[src/sv/hdia_pkg.sv]
// hdia_pkg: shared types and constants of the hash dedup id assigner
// used by hdia_cell, hdia_ctl and hash_dedup_id_assigner_core; no dependencies

package hdia_pkg;

  // fixed field widths of the stream payloads
  localparam int unsigned KeyFieldW = 64;
  localparam int unsigned IdW       = 8;
  localparam int unsigned OutDataW  = 16;

  // control sequencer states
  typedef enum logic [0:0] {
    ST_IDLE   = 1'b0,
    ST_UPDATE = 1'b1
  } hdia_state_t;

  // per-cycle command broadcast to every cell of the chain
  typedef struct packed {
    logic cmp_en;   // latch compare flags against the incoming key
    logic ins_en;   // shift up and insert the held key
  } cell_cmd_t;

endpackage

[src/sv/hdia_cell.sv]
// hdia_cell: one table cell holding a key, its id and a valid bit
// depends on hdia_pkg; chained by hash_dedup_id_assigner_core

module hdia_cell #(
  parameter int unsigned KEY_BITS = 64
) (
  input  logic                         clk,
  input  logic                         rst_n,
  input  hdia_pkg::cell_cmd_t          cmd,
  input  logic [KEY_BITS-1:0]          cmp_key,
  input  logic [KEY_BITS-1:0]          new_key,
  input  logic [hdia_pkg::IdW-1:0]     new_id,
  input  logic [KEY_BITS-1:0]          prev_key,
  input  logic [hdia_pkg::IdW-1:0]     prev_id,
  input  logic                         prev_valid,
  input  logic                         prev_ins,
  output logic [KEY_BITS-1:0]          key,
  output logic [hdia_pkg::IdW-1:0]     id,
  output logic                         valid,
  output logic                         ins_flag,
  output logic                         eq_flag,
  output logic [hdia_pkg::IdW-1:0]     match_id
);

  logic [KEY_BITS-1:0]      key_r;
  logic [hdia_pkg::IdW-1:0] id_r;
  logic                     valid_r;
  logic                     eq_r;
  logic                     ins_r;

  // compare flags, taken in the accept cycle
  always_ff @(posedge clk) begin
    if (!rst_n) begin
      eq_r  <= 1'b0;
      ins_r <= 1'b0;
    end else if (cmd.cmp_en) begin
      eq_r  <= valid_r && (key_r == cmp_key);
      ins_r <= !valid_r || (key_r > cmp_key);
    end
  end

  // valid bit: an empty cell fills when the left neighbor is valid or it is the insert spot
  always_ff @(posedge clk) begin
    if (!rst_n) begin
      valid_r <= 1'b0;
    end else if (cmd.ins_en && ins_r) begin
      valid_r <= prev_ins ? prev_valid : 1'b1;
    end
  end

  // payload: take the neighbor's entry or the new key at the insert spot
  always_ff @(posedge clk) begin
    if (cmd.ins_en && ins_r) begin
      if (prev_ins) begin
        key_r <= prev_key;
        id_r  <= prev_id;
      end else begin
        key_r <= new_key;
        id_r  <= new_id;
      end
    end
  end

  assign key      = key_r;
  assign id       = id_r;
  assign valid    = valid_r;
  assign ins_flag = ins_r;
  assign eq_flag  = eq_r;
  assign match_id = eq_r ? id_r : '0;

endmodule

[config.mk]
export PLATFORM = sky130hd
export DESIGN_NAME = hdia_cell
export DESIGN_NICKNAME = d
export VERILOG_FILES = /design/src/sv/hdia_pkg.sv /design/src/sv/hdia_cell.sv
export SDC_FILE = /design/constraint.sdc
export NUM_CORES = 1
export LEC_CHECK = 0
export BUFFER_PORTS_ARGS = -buffer_cell sky130_fd_sc_hd__buf_2
export CAP_MARGIN = 20
export CORE_AREA = 3 3 113 115
export DETAILED_ROUTE_END_ITERATION = 10
export DIE_AREA = 0 0 116 118
export GPL_TIMING_DRIVEN = 0
export PLACE_DENSITY_LB_ADDON = 0.08
export SKIP_LAST_GASP = 1
export SLEW_MARGIN = 0
export SYNTH_ARGS = -nofsm -noshare
export SYNTH_HDL_FRONTEND = slang
export SYNTH_SLANG_ARGS = --single-unit
[constraint.sdc]
create_clock -name clk -period 5.8 [get_ports clk]
set_input_delay 0.58 -clock clk [delete_from_list [all_inputs] [get_ports clk]]
set_output_delay 0.58 -clock clk [all_outputs]
set_load 0.005 [all_outputs]
==> results.ini, run 1 <==
[critical_path]
cp.required_ns = 6.01
cp-end-kind = flip-flop
r2r-end = ins_flag
worst_path_largest_cell_delay_ns = 0.58
crit_end = ins_flag
critPathLaunch = key[15]
worstPathMaxFanout = 3
path_cells = ha_1 > nand4_2 > nor3_1 > a21boi_1 > or4_1 > a221oi_1 > a211oi_1
r2r_start = key[15]
ff2ff_setup_slack_ns = 3.61
startpoint_type = flip-flop
crit_type = flip-flop to flip-flop
rr_worst_depth = 7
slowest_stage = or4_1
crit_arrival_ns = 2.41

[global_routing]
grt_pass1_vias = 4445
grt_use_total_pct = 20.05
globalRouteOverflowTotal = 0
antenna_found_initial = 1
grt_pass1_wl_um = 21050
grt_start_max_net_pins = 45

[sta]
fin_crit_ns = 2.194
clock_skew_ns = 0.004142
setup_slack_ns = 3.606
tightest_slew_ns = 0.6698
hold_viol = 0
setup_viol = 0
fmax_ghz = 0.4559
post-route-period-util_pct = 37.82
maxSlewHeadroom_pct = 55.35
tns_ns = 0
rsz0062_at_grt = false
drv_slew = 0

[final_layout]
fillCellCount = 1027
final_util_pct = 57.00
final_cell_mix = buf_2, mux2_2, edfxtp_1, inv_1, ha_1
final_common_cell = buf_2
nets = 985
drive_gt1_share_pct = 54.35
area_growth_pct = 41.56

[power_and_ir_drop]
irDropWorstVdd_uv = 134.0
power_leakage_nw = 3.411
pwr_density_cell_mw_per_mm2 = 218.0

[logic_synthesis]
syn-cell-area_mm2 = 0.004796
ys_seq_area_share_pct = 46.33
avgSynthCellArea_um2 = 11.99
synthCells = 400
ys_types = 32
syn-num-nets = 678
synth_edf_count = 72
async_reset_ff_share_pct = 0
ys_warn_count = 0
ys_ff_latch = 75
ys.flop_type = edfxtp_1

[floorplan]
fp.dieH_um = 118
rows = 40
start_util_pct = 40.26
die_area_mm2 = 0.01369
core_area_mm2 = 0.01191
die_x_um = 116
ioPinCount = 297

[clock_network]
cts.path.max_buffers = 2
cts_setup_buffers = 0
insertion_delay_ns = 0.34
post_cts_resized = 0
cts_max_level = 3
cts_tree = built
clk_pin_slew_worst_paths_ns = 0.06
clock-sinks = 75
clk_root_buffer_cell = clkbuf_16
cts_made_buffers = 9
ctsHoldBuffers = 0

[route]
vias = 4162
drtPass1Iterations = 4
drc = 0
wirelength_um = 13950
antenna_left = 0
drt-initial-drc-count = 101
wl_per_cell_um = 16.22
vias_per_cell = 4.840

[flow_run]
maxCapViolCount = 0

[place]
gp_congestion = 0.7996
detailed_place_hpwl_um = 11680
place_ws_ns = 3.299
port_buffers = 295

[run_status]
outcome = completed

[min_path]
holdCritPathClass = input pin to flip-flop

-- stage by stage --
stage                     hold slack [ns]  cells  power [mW]  cell area, um2
after floorplan                    0.5161    400      0.7801            4796
after global placement             0.5049    842      0.9013            6456
after detailed placement           0.5262    843      0.9090            6479
after CTS                          0.4829    859       1.501            6787
after global routing               0.5049    860       1.552            6789
final                              0.4937    860       1.480            6789
-- how the worst min path moves through the flow --
stage          startpoint       to  slack (ns)  cells after the start
6_report            rst_n  eq_flag        0.49                      2
5_1_grt             rst_n  eq_flag        0.50                      2
4_1_cts             rst_n  eq_flag        0.48                      2
3_5_place_dp        valid    valid        0.53                      1
3_3_place_gp        valid    valid        0.50                      1
2_1_floorplan       valid    valid        0.52                      1
-- registers in the layout, indices dropped and copies added, names as in the netlist --
register,count
key,64
id,8
eq_flag,1
ins_flag,1
valid,1
-- synthesized netlist by cell type, drive strengths merged, types with 3 or more instances --
master | instances | share of area [%]
a211oi | 6 | 0.94
a21o | 6 | 0.94
a21oi | 24 | 2.5
a221oi | 3 | 0.55
and2 | 9 | 1.2
clkbuf | 8 | 0.63
dfxtp | 3 | 1.3
edfxtp | 72 | 45
ha | 64 | 17
inv | 65 | 5.1
mux2 | 72 | 17
nand2 | 15 | 1.2
nand3 | 6 | 0.63
nand4 | 15 | 2.1
nor2 | 6 | 0.47
nor3 | 4 | 0.42
o21ai | 7 | 0.73
-- worst max-delay path: cells and delay by family (launching register included) --
| kind | cells | cell delay (ns) |
|---|---|---|
| compound gates | 3 | 0.55 |
| fa+ha+maj | 1 | 0.33 |
| flops | 1 | 0.39 |
| simple gates | 3 | 0.80 |
-- kinds of logic after synthesis --
kind of cell / share of synthesized area (%)
compound gates: 6.966
fa+ha+maj: 16.70
buf+inv: 5.713
flops: 46.33
mux: 16.91
simple gates: 7.383
-- per-layer routing --
metal	vias up	track usage, %	share of wire (%)
met5	-	0	0
met4	0	8.629	2.9
met3	29	5.913	8.5
met2	192	36.98	52
met1	1864	20.47	37
li1	2077	-	-
-- where the power goes --
part / switching [mW] / leakage, nW / internal (mW) / total [mW]
Clock: 0.214 / 0.154 / 0.371 / 0.585
Combinational: 0.115 / 2.57 / 0.142 / 0.256
Sequential: 0.0124 / 0.690 / 0.626 / 0.639
-- area by class of cell --
cell class	instances	area, um2	area share [%]
multi-input combinational	252	2302	33.91
antenna	1	2.502	0.03686
tap	147	183.9	2.709
timing repair buffer	296	1496	22.04
clock inverter	7	82.58	1.216
sequential	75	2222	32.73
inverter	65	244.0	3.594
clock buffer	9	225.2	3.317
buffer	8	30.03	0.4423
Power figures use the tool's default switching activity.
==> run 2: changes to the inputs <==
Settings changed: CORE_AREA 3 3 113 115 to unset, CORE_MARGIN set to 3, CORE_UTILIZATION set to 40, DIE_AREA 0 0 116 118 to unset.
Clock period 5.8 ns to 1.82 ns, I/O delays scaled along.
==> run 2 against run 1 <==
Compared with the run above:
- the run now ends with setup timing left
- sequential share of layout area decreased by 0.83 points
- register-to-register slack worse by 3.8 ns
- die area down 2.5%
- clock-buffer cell count unchanged
- critical path depth decreased by 1
- setup slack got worse by 3.8 ns
- via count up 1.8%
- fmax increased by 8.2%
- total power increased to 3.2 times the previous value
- final cell count increased by 0.12%
- largest cell class unchanged
==> results.ini, run 2 (same netlist as run 1, synthesis figures left out) <==
[run_status]
outcome = complete, but fails checks
violations = setup timing

[floorplan]
fp.dieH_um = 115.5
ioPinCount = 297
die_x_um = 115.5
rows = 39
start_util_pct = 41.47
core_area_mm2 = 0.01156
die_area_mm2 = 0.01334

[global_routing]
grt_use_total_pct = 20.45
grtUsageMet3_pct = 6.319
use_met2_pct = 36.69
grt_start_max_net_pins = 39
antenna_found_initial = 1
grt_pass1_wl_um = 20770
grt_pass1_vias = 4310
grt.busiest_layer = met2
globalRouteOverflowTotal = 0
grtUsageMet1_pct = 22.24

[sta]
fin_crit_ns = 2.027
setup_slack_ns = -0.2066
rsz0062_at_grt = true
setup_viol = 2
clock_skew_ns = 0.004869
post-route-period-util_pct = 111.4
maxSlewHeadroom_pct = 56.55
hold_viol = 0
tightest_slew_ns = 0.6517
drv_slew = 0
hold_ws_ns = 0.09367
fmax_ghz = 0.4934

[route]
drc = 0
drtPass1Iterations = 4
antenna_left = 0
vias = 4235
vias_per_cell = 4.919
wl_per_cell_um = 16.35
drt-initial-drc-count = 115
wirelength_um = 14080

[place]
gp_congestion = 0.8123
place_ws_ns = -0.3795
port_buffers = 295
dp.cells = 839
detailed_place_hpwl_um = 11530

[clock_network]
cts_max_level = 3
clk_root_buffer_cell = clkbuf_16
clock-sinks = 75
cts.path.max_buffers = 2
clk_pin_slew_worst_paths_ns = 0.06
cts_made_buffers = 9
insertion_delay_ns = 0.34
ctsHoldBuffers = 0
cts_tree = built

[final_layout]
seq_area_mm2 = 0.002222
nets = 990
final_cell_mix = buf_2, mux2_2, edfxtp_1, inv_1, ha_1
area_growth_pct = 45.26
drive_gt1_share_pct = 56.90
largest_reg_flops = 64
final_util_pct = 60.24
final_common_cell = buf_2
final_cells = 861
multi_input_area_mm2 = 0.002447
fillCellCount = 1005

[critical_path]
ff2ff_setup_slack_ns = -0.21
cp-end-kind = flip-flop
cp.required_ns = 2.04
crit_type = flip-flop to flip-flop
worstPathMaxFanout = 3
startpoint_type = flip-flop
crit_arrival_ns = 2.24

[power_and_ir_drop]
power.share.combinational_pct = 17.9
pwr_density_cell_mw_per_mm2 = 682.0
sw_frac_of_total_pct = 23.18
pwr-share-seq_pct = 42.9
switchingPower_mw = 1.101
internal_power_mw = 3.650
total_power_mw = 4.751
power_leakage_nw = 3.459
p_clk_share_pct = 39.2
irDropWorstVdd_uv = 573.2

[flow_run]
maxCapViolCount = 0

[min_path]
holdCritPathClass = input pin to flip-flop

[run 2: changes by cell type in the layout (fill, tap and decap cells not counted), sizes merged]
| cell | before | now |
|---|---|---|
| buf | 296 | 301 |
[run 2: repair_timing]
item | 4_1_cts | 5_1_grt
setup buffers | 4 | 1
gates resized for setup | 12 | 4
pin swaps | 11 | 2
endpoints found under the setup margin | 2 | 2
[run 2: stage by stage]
step	TNS, ns	cell area (um2)
3_5_place_dp	-7.740	6492
5_1_grt	-0.5501	6967
2_1_floorplan	-0.1137	4816
4_1_cts	-0.2996	6934
6_report	-0.2647	6967
3_3_place_gp	-31.84	6471
[run 2: path summary, 6_finish.rpt]
kind                            startpoint  cells after the start       end
worst max-delay path                key[7]                      6  ins_flag
worst min-delay path                 rst_n                      2   eq_flag
worst max register to register      key[7]                      6  ins_flag
worst min register to register       valid                      1     valid
[run 2: area by class of cell]
cell class                      count  share of cell area, %
Tap cell                          143                  2.568
Antenna cell                        1                0.03592
Buffer                              8                 0.4310
Sequential cell                    75                  31.90
Inverter                           65                  3.502
Clock inverter                      7                  1.185
Multi-Input combinational cell    252                  35.13
Clock buffer                        9                  3.233
Timing Repair Buffer              301                  22.02
[run 2: worst max-delay path, stage by stage, from the launching register on]
cell and delay [ns]:
edfxtp_1 0.38, ha_1 0.32, a21oi_1 0.18, a211oi_1 0.11, or4_4 0.53, a221oi_2 0.28
a211oi_1 0.10
[run 2: power by group through the flow]
stage / logic [mW] / clock network, mW / registers [mW]
after CTS: 0.857 / 1.91 / 2.04
after floorplan: 0.411 / 0 / 2.08
final: 0.851 / 1.86 / 2.04
after global routing: 0.963 / 1.99 / 2.04
after detailed placement: 0.824 / 0 / 2.07
after global placement: 0.798 / 0 / 2.07
[run 2: routing by layer]
layer	share of wire, %	up-vias
met5	0	-
met4	2.6	0
met3	9.0	24
met2	52	184
met1	37	1932
li1	-	2095
