--- config.mk ---
export PLATFORM = sky130hd
export DESIGN_NAME = hdia_ctl
export DESIGN_NICKNAME = d
export VERILOG_FILES = /design/src/sv/hdia_pkg.sv /design/src/sv/hdia_ctl.sv
export SDC_FILE = /design/constraint.sdc
export NUM_CORES = 1
export LEC_CHECK = 0
export ABC_AREA = 1
export BUFFER_PORTS_ARGS = -buffer_cell sky130_fd_sc_hd__buf_2
export CAP_MARGIN = 20
export CORE_MARGIN = 3
export CORE_UTILIZATION = 35
export DETAILED_ROUTE_END_ITERATION = 6
export GPL_TIMING_DRIVEN = 0
export SLEW_MARGIN = 20
export SYNTH_ARGS = -nofsm -noshare
export SYNTH_HDL_FRONTEND = slang
export SYNTH_SLANG_ARGS = --single-unit
--- constraint.sdc ---
create_clock -name clk -period 1.72 [get_ports clk]
set_input_delay 0.172 -clock clk [delete_from_list [all_inputs] [get_ports clk]]
set_output_delay 0.172 -clock clk [all_outputs]
set_load 0.02 [all_outputs]
--- src/sv/hdia_pkg.sv ---
// hdia_pkg: shared types and constants of the hash dedup id assigner
// used by hdia_cell, hdia_ctl and hash_dedup_id_assigner_core; no dependencies

package hdia_pkg;

  // fixed field widths of the stream payloads
  localparam int unsigned KeyFieldW = 64;
  localparam int unsigned IdW       = 8;
  localparam int unsigned OutDataW  = 16;

  // control sequencer states
  typedef enum logic [0:0] {
    ST_IDLE   = 1'b0,
    ST_UPDATE = 1'b1
  } hdia_state_t;

  // per-cycle command broadcast to every cell of the chain
  typedef struct packed {
    logic cmp_en;   // latch compare flags against the incoming key
    logic ins_en;   // shift up and insert the held key
  } cell_cmd_t;

endpackage

--- src/sv/hdia_ctl.sv ---
// hdia_ctl: sequencer, entry count and result register
// depends on hdia_pkg; instantiated by hash_dedup_id_assigner_core

module hdia_ctl #(
  parameter int unsigned TABLE_DEPTH = 256,
  localparam int unsigned CntW = $clog2(TABLE_DEPTH + 1)
) (
  input  logic                      clk,
  input  logic                      rst_n,
  input  logic                      in_tvalid,
  output logic                      in_tready,
  input  logic                      any_eq,
  input  logic [hdia_pkg::IdW-1:0]  hit_id,
  output hdia_pkg::cell_cmd_t       cmd,
  output logic [hdia_pkg::IdW-1:0]  new_id,
  output logic [CntW-1:0]           count,
  output logic                      out_tvalid,
  input  logic                      out_tready,
  output logic [hdia_pkg::IdW-1:0]  res_id,
  output logic                      res_new,
  output logic                      res_full
);

  localparam logic [CntW-1:0] DepthC = CntW'(TABLE_DEPTH);

  hdia_pkg::hdia_state_t    state_r, state_nxt;
  logic [CntW-1:0]          count_r, count_nxt;
  logic                     out_valid_r, out_valid_nxt;
  logic [hdia_pkg::IdW-1:0] id_r, id_nxt;
  logic                     new_r, new_nxt;
  logic                     full_r, full_nxt;
  logic                     commit;
  logic                     tbl_full;

  assign tbl_full = (count_r == DepthC);
  assign new_id   = hdia_pkg::IdW'(count_r);

  // next state, cell commands and result
  always_comb begin
    state_nxt     = state_r;
    count_nxt     = count_r;
    out_valid_nxt = out_valid_r && !out_tready;
    id_nxt        = id_r;
    new_nxt       = new_r;
    full_nxt      = full_r;
    commit        = 1'b0;
    in_tready     = 1'b0;
    cmd           = '0;
    unique case (state_r)
      hdia_pkg::ST_IDLE: begin
        in_tready  = 1'b1;
        cmd.cmp_en = in_tvalid;
        if (in_tvalid) begin
          state_nxt = hdia_pkg::ST_UPDATE;
        end
      end
      hdia_pkg::ST_UPDATE: begin
        commit = !out_valid_r || out_tready;
        if (commit) begin
          state_nxt     = hdia_pkg::ST_IDLE;
          out_valid_nxt = 1'b1;
          priority if (any_eq) begin
            id_nxt   = hit_id;
            new_nxt  = 1'b0;
            full_nxt = 1'b0;
          end else if (tbl_full) begin
            id_nxt   = '0;
            new_nxt  = 1'b0;
            full_nxt = 1'b1;
          end else begin
            cmd.ins_en = 1'b1;
            id_nxt     = new_id;
            new_nxt    = 1'b1;
            full_nxt   = 1'b0;
            count_nxt  = count_r + CntW'(1);
          end
        end
      end
      default: begin
        state_nxt = hdia_pkg::ST_IDLE;
      end
    endcase
  end

  // control registers
  always_ff @(posedge clk) begin
    if (!rst_n) begin
      state_r     <= hdia_pkg::ST_IDLE;
      count_r     <= '0;
      out_valid_r <= 1'b0;
    end else begin
      state_r     <= state_nxt;
      count_r     <= count_nxt;
      out_valid_r <= out_valid_nxt;
    end
  end

  // result payload
  always_ff @(posedge clk) begin
    id_r   <= id_nxt;
    new_r  <= new_nxt;
    full_r <= full_nxt;
  end

  assign count      = count_r;
  assign out_tvalid = out_valid_r;
  assign res_id     = id_r;
  assign res_new    = new_r;
  assign res_full   = full_r;

endmodule

==> run summary, run 1 <==
• total number of vias: 1020
• total gr overflow: 0
• clock buffers created by TritonCTS: 3
• Peak supply drop: 0.000323 V
• width of the die: 62.5 µm
• overall routed net length: 2480 µm
• synthesized-area fraction occupied by ao, oa, aoi and oai cells: 9.40%
• # IOs: 44
• Data required, critical path: 1.55 ns
• Die Span Y: 62.5 µm
• clock root buffer: sky130_fd_sc_hd__clkbuf_4
• detailed-route DRC error count: 0
• setup slack after layout: 0.0641 ns
• Final Hold Fails: 0
• flip-flop and latch count after synthesis: 21
• number of standard cells in the final layout excluding fillers: 230
• DR pass1 iterations: 4
• relative max-transition margin: 73.8%
• worst hold slack after final layout: 0.106 ns
• max-cap viol count: 0
• most frequent cells in the layout: sky130_fd_sc_hd__buf_2 (42), sky130_fd_sc_hd__nand2_1 (32), sky130_fd_sc_hd__inv_1 (17), sky130_fd_sc_hd__buf_4 (13), sky130_fd_sc_hd__o21ai_0 (11)
• number of warnings reported in the yosys synthesis log: 0
• Final setup violation count: 0
• result of the run: finished, final reports clean
• antenna fix cells: 0
• register-to-register setup slack: 0.24 ns
• Leakage: 0.741 nW
• combinational family with the most area after synthesis: simple AND/OR/NAND/NOR gates
• kind of capture point of the worst setup path: output pin
• maximum level of the CTS H-tree: 1
• placed cell count: 222
• post-route fraction of the period consumed by the critical path: 96.3%
• share of final-layout standard cells stronger than drive strength 1: 42.6%
• cell count after synthesis: 137
• number of nets with antenna violations after detailed routing: 0
• sequential share of the synthesized area: 46.5%
• later-pin clock latency in the skew report: 0.32 ns
• largest fanout on the critical path: 6
• mux share of post-synthesis cell area: 0%
• power density over cell area: 648 nW/µm²
• initial standard-cell utilization of the core: 38.6%
• fraction of the mapped netlist area in simple logic gates: 27.2%
• core area: 2900 µm²
• number of buffers inserted by hold repair at cts: 0
• area of the mapped netlist: 1120 µm²
• GR Util All Layers: 13.2%
• total chip power: 0.948 mW
• Via-to-Cell Ratio: 4.43
• pin count of the biggest net entering global routing: 15
• WS Path Type: flip-flop to output pin
• global-route wire length before repair: 4310 µm
• CTS tree: built
• Hold Crit Class: primary input to flip-flop
• number of nets at the end of the flow: 204
• synthesized-area fraction occupied by xor and xnor cells: 1.57%
• post-detailed-route wirelength per cell: 10.8 µm
• arrival time at the worst endpoint: 1.48 ns
• startpoint types: flip-flop
• clock skew after layout: 0.0138 ns
• Total Die Area: 3910 µm²
• leading cell type in the layout, fill and taps excluded: sky130_fd_sc_hd__buf_2
• worst slack at placement: 0.198 ns
• standard-cell rows: 19
• highest achievable clock rate: 604 MHz
• I/O Buffers: 43
• Net Count, Synth: 152
• initial antenna violation count: 0
• via count of the first global-routing pass: 992
• detailed placer's ending HPWL: 1890 µm
• count of unique library cells instantiated by Yosys: 21
• maximum clock insertion buffer count: 2
• Final Max Tran Viols: 0
• adder-cell share of the synthesized area: 2.24%
• average instance area after synthesis: 8.16 µm²
• Layout area overhead: 30.9%
• final weighted congestion in routability-driven placement: 0.746
• # fillers: 316
• min cycle time layout: 1.66 ns
• Worst-Margin Slew: 0.392 ns
• clock transition at the register clock pins on the worst setup and hold paths after CTS: 0.13 ns
• initial DRC count: 28
• sinks on the clock net: 21
[critical path: stages (launching register included)]
cell                      delay, ns
sky130_fd_sc_hd__dfxtp_4       0.39
sky130_fd_sc_hd__inv_1         0.05
sky130_fd_sc_hd__ha_1          0.17
sky130_fd_sc_hd__nand2_1       0.08
sky130_fd_sc_hd__nor2_2        0.05
sky130_fd_sc_hd__nand2_4       0.09
sky130_fd_sc_hd__nand2_8       0.08
sky130_fd_sc_hd__nor2_8        0.12
sky130_fd_sc_hd__buf_4         0.14
[layout make-up]
| class | count | area, µm² | area share (%) |
|---|---|---|---|
| Clock buffer | 3 | 22.5 | 1.54 |
| Multi-Input combinational cell | 85 | 460 | 31.5 |
| Sequential cell | 21 | 526 | 35.9 |
| Clock inverter | 1 | 5.00 | 0.342 |
| Inverter | 22 | 86.3 | 5.90 |
| Timing Repair Buffer | 47 | 248 | 16.9 |
| Tap cell | 42 | 52.6 | 3.59 |
| Buffer | 9 | 63.8 | 4.36 |
[metal layers]
metal  wire, µm  global-route usage, %  share of wire (%)  vias up
met1       1110                   15.8                 45      458
met5          0                      0                  0        -
met4         36                   5.23                1.5        0
li1           -                      -                  -      525
met3        166                   3.60                6.7        5
met2       1170                   22.5                 47       32
[sequential cells by signal (all words and copies together), names as in the netlist]
| signal | flops |
|---|---|
| res_new | 1 |
| res_id | 8 |
| res_full | 1 |
| state_r | 1 |
| out_tvalid | 1 |
| count | 9 |
[final timing paths]
path	from	depth (start not counted)	endpoint
max	count[1]	8	cmd[0]
min	in_tvalid	3	state_r
max reg2reg	count[1]	7	count[4]
min reg2reg	count[1]	2	count[1]
[kinds of logic (layout without fill, tap and decap cells)]
logic type                 Yosys count  count (layout)
DFF                                 21              21
xor gates and xnor gates             2               2
buffers and inverters               31              82
AOI/OAI and AO/OA                   19              19
and+or+nand+nor                     62              62
adders and majority gates            2               2
[through the flow]
stage | util (%) | area, µm² | TNS [ns]
floorplan | - | 1120 | 0
global placement | 47.8 | 1390 | 0
detailed placement | 47.8 | 1390 | 0
CTS | 49.8 | 1450 | 0
global route | 50.5 | 1460 | -0.00264
finish | 50.5 | 1460 | 0
[power by group]
group / internal [mW] / total, mW / switching (mW)
Sequential: 0.545 / 0.552 / 0.00631
Clock: 0.0870 / 0.248 / 0.161
Combinational: 0.0507 / 0.148 / 0.0977
Total: 0.683 / 0.948 / 0.265
[cell usage after synthesis (all sizes together)]
| library cell | n | area (µm²) |
|---|---|---|
| nand2 | 39 | 174 |
| inv | 22 | 82.6 |
| nor2 | 14 | 76.3 |
| dfxtp | 11 | 220 |
| o21ai | 11 | 55.1 |
| edfxtp | 10 | 300 |
| buf | 8 | 60.1 |
| a21oi | 7 | 42.5 |
| nand3 | 6 | 35.0 |
| nand4 | 3 | 18.8 |
| ha | 2 | 25.0 |
| xor2 | 2 | 17.5 |
| a211oi | 1 | 7.51 |
| clkbuf | 1 | 3.75 |
[repair_timing]
| item | in CTS | in global routing |
|---|---|---|
| buffers inserted | 2 | 2 |
| resized for setup | 6 | 1 |
| endpoints found under the setup margin | 1 | 2 |
| pin swaps | 1 | 2 |
Power figures use the tool's default switching activity.
==> run 2, diff against run 1 <==
--- a/config.mk
+++ b/config.mk
@@ -12,6 +12,7 @@
 export CORE_UTILIZATION = 35
 export DETAILED_ROUTE_END_ITERATION = 6
 export GPL_TIMING_DRIVEN = 0
+export PLACE_DENSITY = 0.66
 export SLEW_MARGIN = 20
 export SYNTH_ARGS = -nofsm -noshare
 export SYNTH_HDL_FRONTEND = slang
==> run 2 against run 1 <==
Against the previous run:
- maximum frequency increased by 1.9%
- non-clock buffer count unchanged
- clock power decreased by 4%
- flip-flop and latch count unchanged
- sequential share of layout area increased by 0.092 points
- count of clock-buffer cells in the layout unchanged
- global-route usage decreased by 0.43 points
- final area decreased by 0.26%
- routed wire length decreased by 1.6%
- worst setup slack improved by 0.030 ns
==> run summary, run 2 (same netlist as run 1, synthesis figures left out) <==
• sinks on the clock net: 21, unchanged
• clock transition at the register clock pins on the worst setup and hold paths after CTS: 0.12 ns, about the same
• maximum clock insertion buffer count: 2, unchanged
• worst hold slack after final layout: 0.115 ns, +0.00903 ns
• kind of capture point of the worst setup path: output pin
• aggregate negative setup slack: 0 ns, unchanged
• Hold Crit Class: primary input to flip-flop
• Largest register FFs: 9, unchanged
• post-route fraction of the period consumed by the critical path: 94.5%, -1.8 points
• antenna fix cells: 0, unchanged
• pin count of the biggest net entering global routing: 15, unchanged
• initial standard-cell utilization of the core: 38.6%, unchanged
• highest-delay cell along the critical path: sky130_fd_sc_hd__dfxtp_4
• arrival time at the worst endpoint: 1.45 ns, -0.03 ns
• number of nets with antenna violations after detailed routing: 0, unchanged
• Worst-Margin Slew: 0.543 ns, +0.151 ns
• clock skew after layout: 0.00204 ns, -0.0117 ns
• share of final-layout standard cells stronger than drive strength 1: 42.0%, -0.53 points
• overall routed net length: 2440 µm, -1.6%
• GR Util All Layers: 12.8%, -0.43 points
• Final Hold Fails: 0, unchanged
• relative max-transition margin: 63.7%, -10 points
• buffer and inverter count on the worst path: 2, unchanged
• crit path cell chain: inv_1 -> ha_1 -> nand2_1 -> nor2_2 -> nand2_4 -> nand2_8 -> nor2_8 -> buf_4
• Final Max Tran Viols: 0, unchanged
• Leakage: 0.749 nW, +1.0%
• setup repair after global routing missed its margin: no
• power density over cell area: 642 nW/µm², -0.91%
• leading cell type in the layout, fill and taps excluded: sky130_fd_sc_hd__buf_2
• clock buffers created by TritonCTS: 3, unchanged
• Peak supply drop: 0.000358 V, +11%
• min cycle time layout: 1.63 ns, -0.0302 ns
• maximum level of the CTS H-tree: 1, unchanged
• initial DRC count: 42, +50%
• Layout area overhead: 30.5%
• maximum single-stage delay on the critical path: 0.38 ns, about the same
• standard-cell rows: 19, unchanged
• core area: 2900 µm², unchanged
• # IOs: 44, unchanged
• later-pin clock latency in the skew report: 0.30 ns, -0.02 ns
• number of nets at the end of the flow: 204, unchanged
• number of buffers inserted by hold repair at cts: 0, unchanged
• Final Core Density: 50.3%, -0.13 points
• CTS tree: built
• initial antenna violation count: 0, unchanged
• detailed-route DRC error count: 0, unchanged
• Die Span Y: 62.5 µm, unchanged
• total gr overflow: 0, unchanged
• gate family responsible for the most delay along the worst path: simple AND/OR/NAND/NOR gates
• post-detailed-route wirelength per cell: 10.6 µm, -1.6%
• final weighted congestion in routability-driven placement: 0.714, -4.3%
• max-cap viol count: 0, unchanged
• Via-to-Cell Ratio: 4.43, -0.20%
• number of standard cells in the final layout excluding fillers: 230, unchanged
• WS Path Type: flip-flop to output pin
• result of the run: finished, final reports clean
• total chip power: 0.937 mW, -1.2%
• largest fanout on the critical path: 6, unchanged
• detailed placer's ending HPWL: 1890 µm, about the same
• I/O Buffers: 43, unchanged
• Total Die Area: 3910 µm², unchanged
• global-route wire length before repair: 4110 µm, -4.6%
• via count of the first global-routing pass: 957, -3.5%
• Final setup violation count: 0, unchanged
• Data required, critical path: 1.55 ns, about the same
• startpoint types: flip-flop
• most frequent cells in the layout: sky130_fd_sc_hd__buf_2 (42), sky130_fd_sc_hd__nand2_1 (32), sky130_fd_sc_hd__inv_1 (18), sky130_fd_sc_hd__buf_4 (13), sky130_fd_sc_hd__o21ai_0 (11)
• highest achievable clock rate: 615 MHz, +1.9%
• clock root buffer: sky130_fd_sc_hd__clkbuf_4
• DR pass1 iterations: 4, unchanged
• width of the die: 62.5 µm, unchanged
• total number of vias: 1018, -0.20%
• placed cell count: 222, unchanged
run 2: worst paths after layout:
| check | startpoint | to | slack (ns) | cells past startpoint |
|---|---|---|---|---|
| worst max-delay path | count[1] | cmd[0] | 0.09 | 8 |
| worst min-delay path | rst_n | count[5] | 0.11 | 3 |
| worst max register to register | out_tvalid | count[5] | 0.20 | 8 |
| worst min register to register | count[1] | count[1] | 0.52 | 2 |
run 2: layout make-up:
type	count	area, µm²
timing repair buffer	47	248
sequential	21	526
clock buffer	3	22.5
multi-input combinational	85	460
inverter	22	82.6
buffer	9	63.8
tap	42	52.6
fill	317	1440
clock inverter	1	5.00
run 2: what timing repair did:
item	in CTS	in global routing
pin swaps	1	1
resized for setup	5	1
endpoints found under the setup margin	1	1
setup buffers	2	2
run 2: worst min-delay path, cell delays in order:
cell and delay [ns]:
sky130_fd_sc_hd__buf_2 0.12, sky130_fd_sc_hd__nand2_1 0.06, sky130_fd_sc_hd__nor2_1 0.03
run 2: metrics by stage:
stage | instance area [µm²] | setup slack [ns]
after CTS | 1450 | 0.00835
final | 1460 | 0.0943
after floorplan | 1120 | 0.225
after global routing | 1460 | 0.0133
after detailed placement | 1390 | 0.213
after global placement | 1390 | 0.209
run 2: routing by layer:
| metal | track usage, % | part of all wire [%] | up-vias |
|---|---|---|---|
| met3 | 5.94 | 8.7 | 4 |
| met2 | 22.1 | 46 | 35 |
| li1 | - | - | 529 |
| met4 | 4.68 | 1.6 | 0 |
| met5 | 0 | 0 | - |
| met1 | 13.6 | 44 | 450 |
run 2: power by group:
part / leakage (nW) / internal, mW / total, mW / switching, mW
registers: 0.186 / 0.546 / 0.552 / 0.00649
logic: 0.546 / 0.0503 / 0.147 / 0.0964
clock network: 0.0177 / 0.0868 / 0.238 / 0.151
total: 0.749 / 0.683 / 0.937 / 0.254
==> run 3, diff against run 2 <==
--- a/config.mk
+++ b/config.mk
@@ -9,10 +9,10 @@
 export BUFFER_PORTS_ARGS = -buffer_cell sky130_fd_sc_hd__buf_2
 export CAP_MARGIN = 20
 export CORE_MARGIN = 3
-export CORE_UTILIZATION = 35
+export CORE_UTILIZATION = 47
 export DETAILED_ROUTE_END_ITERATION = 6
 export GPL_TIMING_DRIVEN = 0
-export PLACE_DENSITY = 0.66
+export PLACE_DENSITY = 0.83
 export SLEW_MARGIN = 20
 export SYNTH_ARGS = -nofsm -noshare
 export SYNTH_HDL_FRONTEND = slang
==> run 3 against run 2 <==
Against the previous run:
- routed wire length grew 2.4%
- first-iteration DRC count down 60%
- sequential share of layout area grew 0.45 points
- non-clock buffer count is the same
- combinational power is essentially flat
- clock skew up 0.0012 ns
- final area decreased by 0.77%
- global-route usage is 4.5 points higher
- critical endpoint unchanged
==> run summary, run 3 (same netlist as run 1, synthesis figures left out) <==
• number of standard cells in the final layout excluding fillers: 216, -6.1%
• width of the die: 54.8 µm, -12%
• crit path cell chain: inv_2 -> ha_1 -> nand2_1 -> nor2_2 -> nand2_4 -> nand2_8 -> nor2_8 -> buf_6
• clock skew after layout: 0.00320 ns, +0.00116 ns
• aggregate negative setup slack: 0 ns, unchanged
• global-route wire length before repair: 3800 µm, -7.6%
• Final Max Tran Viols: 0, unchanged
• number of nets at the end of the flow: 204, unchanged
• clock transition at the register clock pins on the worst setup and hold paths after CTS: 0.12 ns, about the same
• pin count of the biggest net entering global routing: 15, unchanged
• Critical Path Source: count[0]
• post-route fraction of the period consumed by the critical path: 95.8%, +1.3 points
• standard-cell rows: 17, -2
• total number of vias: 1027, +0.88%
• later-pin clock latency in the skew report: 0.31 ns, about the same
• setup repair after global routing missed its margin: no
• maximum single-stage delay on the critical path: 0.38 ns, about the same
• Data required, critical path: 1.55 ns, about the same
• Final Hold Fails: 0, unchanged
• register-to-register setup slack: 0.24 ns, +0.04 ns
• Leakage: 0.749 nW, about the same
• path depth of the worst reg2reg path: 6, -2
• initial standard-cell utilization of the core: 50.1%, +12 points
• highest-delay cell along the critical path: sky130_fd_sc_hd__dfxtp_4
• initial antenna violation count: 0, unchanged
• # IOs: 44, unchanged
• via count of the first global-routing pass: 937, -2.1%
• initial DRC count: 17, -60%
• min cycle time layout: 1.65 ns, +0.0216 ns
• share of final-layout standard cells stronger than drive strength 1: 42.0%, unchanged
• Die Span Y: 54.8 µm, -12%
• post-route design area: 1450 µm², -0.77%
• final weighted congestion in routability-driven placement: 0.780, +9.2%
• clock buffers created by TritonCTS: 3, unchanged
• WS Path Type: flip-flop to output pin
• reg-to-reg endpoint: count[0]
• startpoint of the most critical hold path: rst_n
• number of nets with antenna violations after detailed routing: 0, unchanged
• post-detailed-route wirelength per cell: 11.6 µm, +9.0%
• maximum clock insertion buffer count: 2, unchanged
• detailed-route DRC error count: 0, unchanged
• Worst-Margin Slew: 0.529 ns, -0.0138 ns
• maximum level of the CTS H-tree: 1, unchanged
• CTS tree: built
• max-cap viol count: 0, unchanged
• overall routed net length: 2500 µm, +2.4%
• most frequent cells in the layout: sky130_fd_sc_hd__buf_2 (42), sky130_fd_sc_hd__nand2_1 (32), sky130_fd_sc_hd__inv_1 (18), sky130_fd_sc_hd__buf_4 (12), sky130_fd_sc_hd__o21ai_0 (11)
• startpoint types: flip-flop
• core area: 2230 µm², -23%
• GR Util All Layers: 17.3%, +4.5 points
• highest achievable clock rate: 607 MHz, -1.3%
• total chip power: 0.942 mW, +0.54%
• Largest register FFs: 9, unchanged
• largest fanout on the critical path: 5, -1
• Hold Crit Class: primary input to flip-flop
• kind of capture point of the worst setup path: output pin
• Final setup violation count: 0, unchanged
• Via-to-Cell Ratio: 4.75, +7.4%
• detailed placer's ending HPWL: 1910 µm, +1.1%
• placed cell count: 208, -6.3%
• Total Die Area: 3000 µm², -23%
• launch instance of the worst register-to-register path: out_tvalid
• Peak supply drop: 0.000504 V, +41%
• relative max-transition margin: 64.7%, +0.92 points
• worst setup path end: cmd[0]
• I/O Buffers: 43, unchanged
• sinks on the clock net: 21, unchanged
• placed inst area: 1370 µm², -1.3%
• result of the run: finished, final reports clean
• power density over cell area: 650 nW/µm², +1.3%
• arrival time at the worst endpoint: 1.48 ns, +0.03 ns
• clock root buffer: sky130_fd_sc_hd__clkbuf_4
• DR pass1 iterations: 4, unchanged
• total gr overflow: 0, unchanged
• antenna fix cells: 0, unchanged
• number of buffers inserted by hold repair at cts: 0, unchanged
• Layout area overhead: 29.5%
• leading cell type in the layout, fill and taps excluded: sky130_fd_sc_hd__buf_2
[run 3: worst min path at each step]
stage          depth (start not counted)        to
6_report                               3  count[5]
5_1_grt                                3  count[5]
3_3_place_gp                           3  count[5]
3_5_place_dp                           3  count[5]
2_1_floorplan                          2  count[5]
4_1_cts                                3  count[5]
[run 3: per-stage QoR]
step / setup WS [ns] / hold slack (ns) / utilization (%)
2_1_floorplan: 0.225 / 0.293 / -
3_3_place_gp: 0.226 / 0.431 / 61.3
3_5_place_dp: 0.211 / 0.434 / 61.3
4_1_cts: 0.0162 / 0.104 / 63.1
5_1_grt: 0.00562 / 0.106 / 64.9
6_report: 0.0727 / 0.0997 / 64.9
[run 3: layout make-up]
type	count	area [µm²]
plain buffers	9	63.8
clock buffers	3	22.5
clock inverters	1	5.00
fillers	199	785
inverters	22	82.6
multi-input cells	85	460
flip-flops and latches	21	528
well taps	28	35.0
repair buffers	47	251
[run 3: report_power, final]
| part | total [mW] | switching [mW] | internal [mW] | leakage [nW] |
|---|---|---|---|---|
| sequential | 0.552 | 0.00753 | 0.545 | 0.186 |
| clock | 0.242 | 0.155 | 0.0869 | 0.0177 |
| combinational | 0.148 | 0.0957 | 0.0519 | 0.545 |
| total | 0.942 | 0.258 | 0.684 | 0.749 |
[run 3: critical path, delay by kind of cell, from the launching register on]
| kind | cells | cell delay (ns) |
|---|---|---|
| buffers and inverters | 2 | 0.17 |
| adder cells (fa/ha/maj) | 1 | 0.19 |
| AND/OR/NAND/NOR | 5 | 0.42 |
| flip-flops | 1 | 0.38 |
[run 3: per-layer routing]
layer	routed length (µm)	global-route usage, %	part of all wire, %
met1	947	19.7	38
met2	1270	32.5	51
met3	248	3.54	9.9
met4	37	4.15	1.5
met5	0	0	0
[run 3: what timing repair did]
item                                    4_1_cts  5_1_grt
pin swaps                                     1        1
endpoints found under the setup margin        1        1
cloned                                        0        0
resized for setup                             4        4
buffers inserted                              1        3
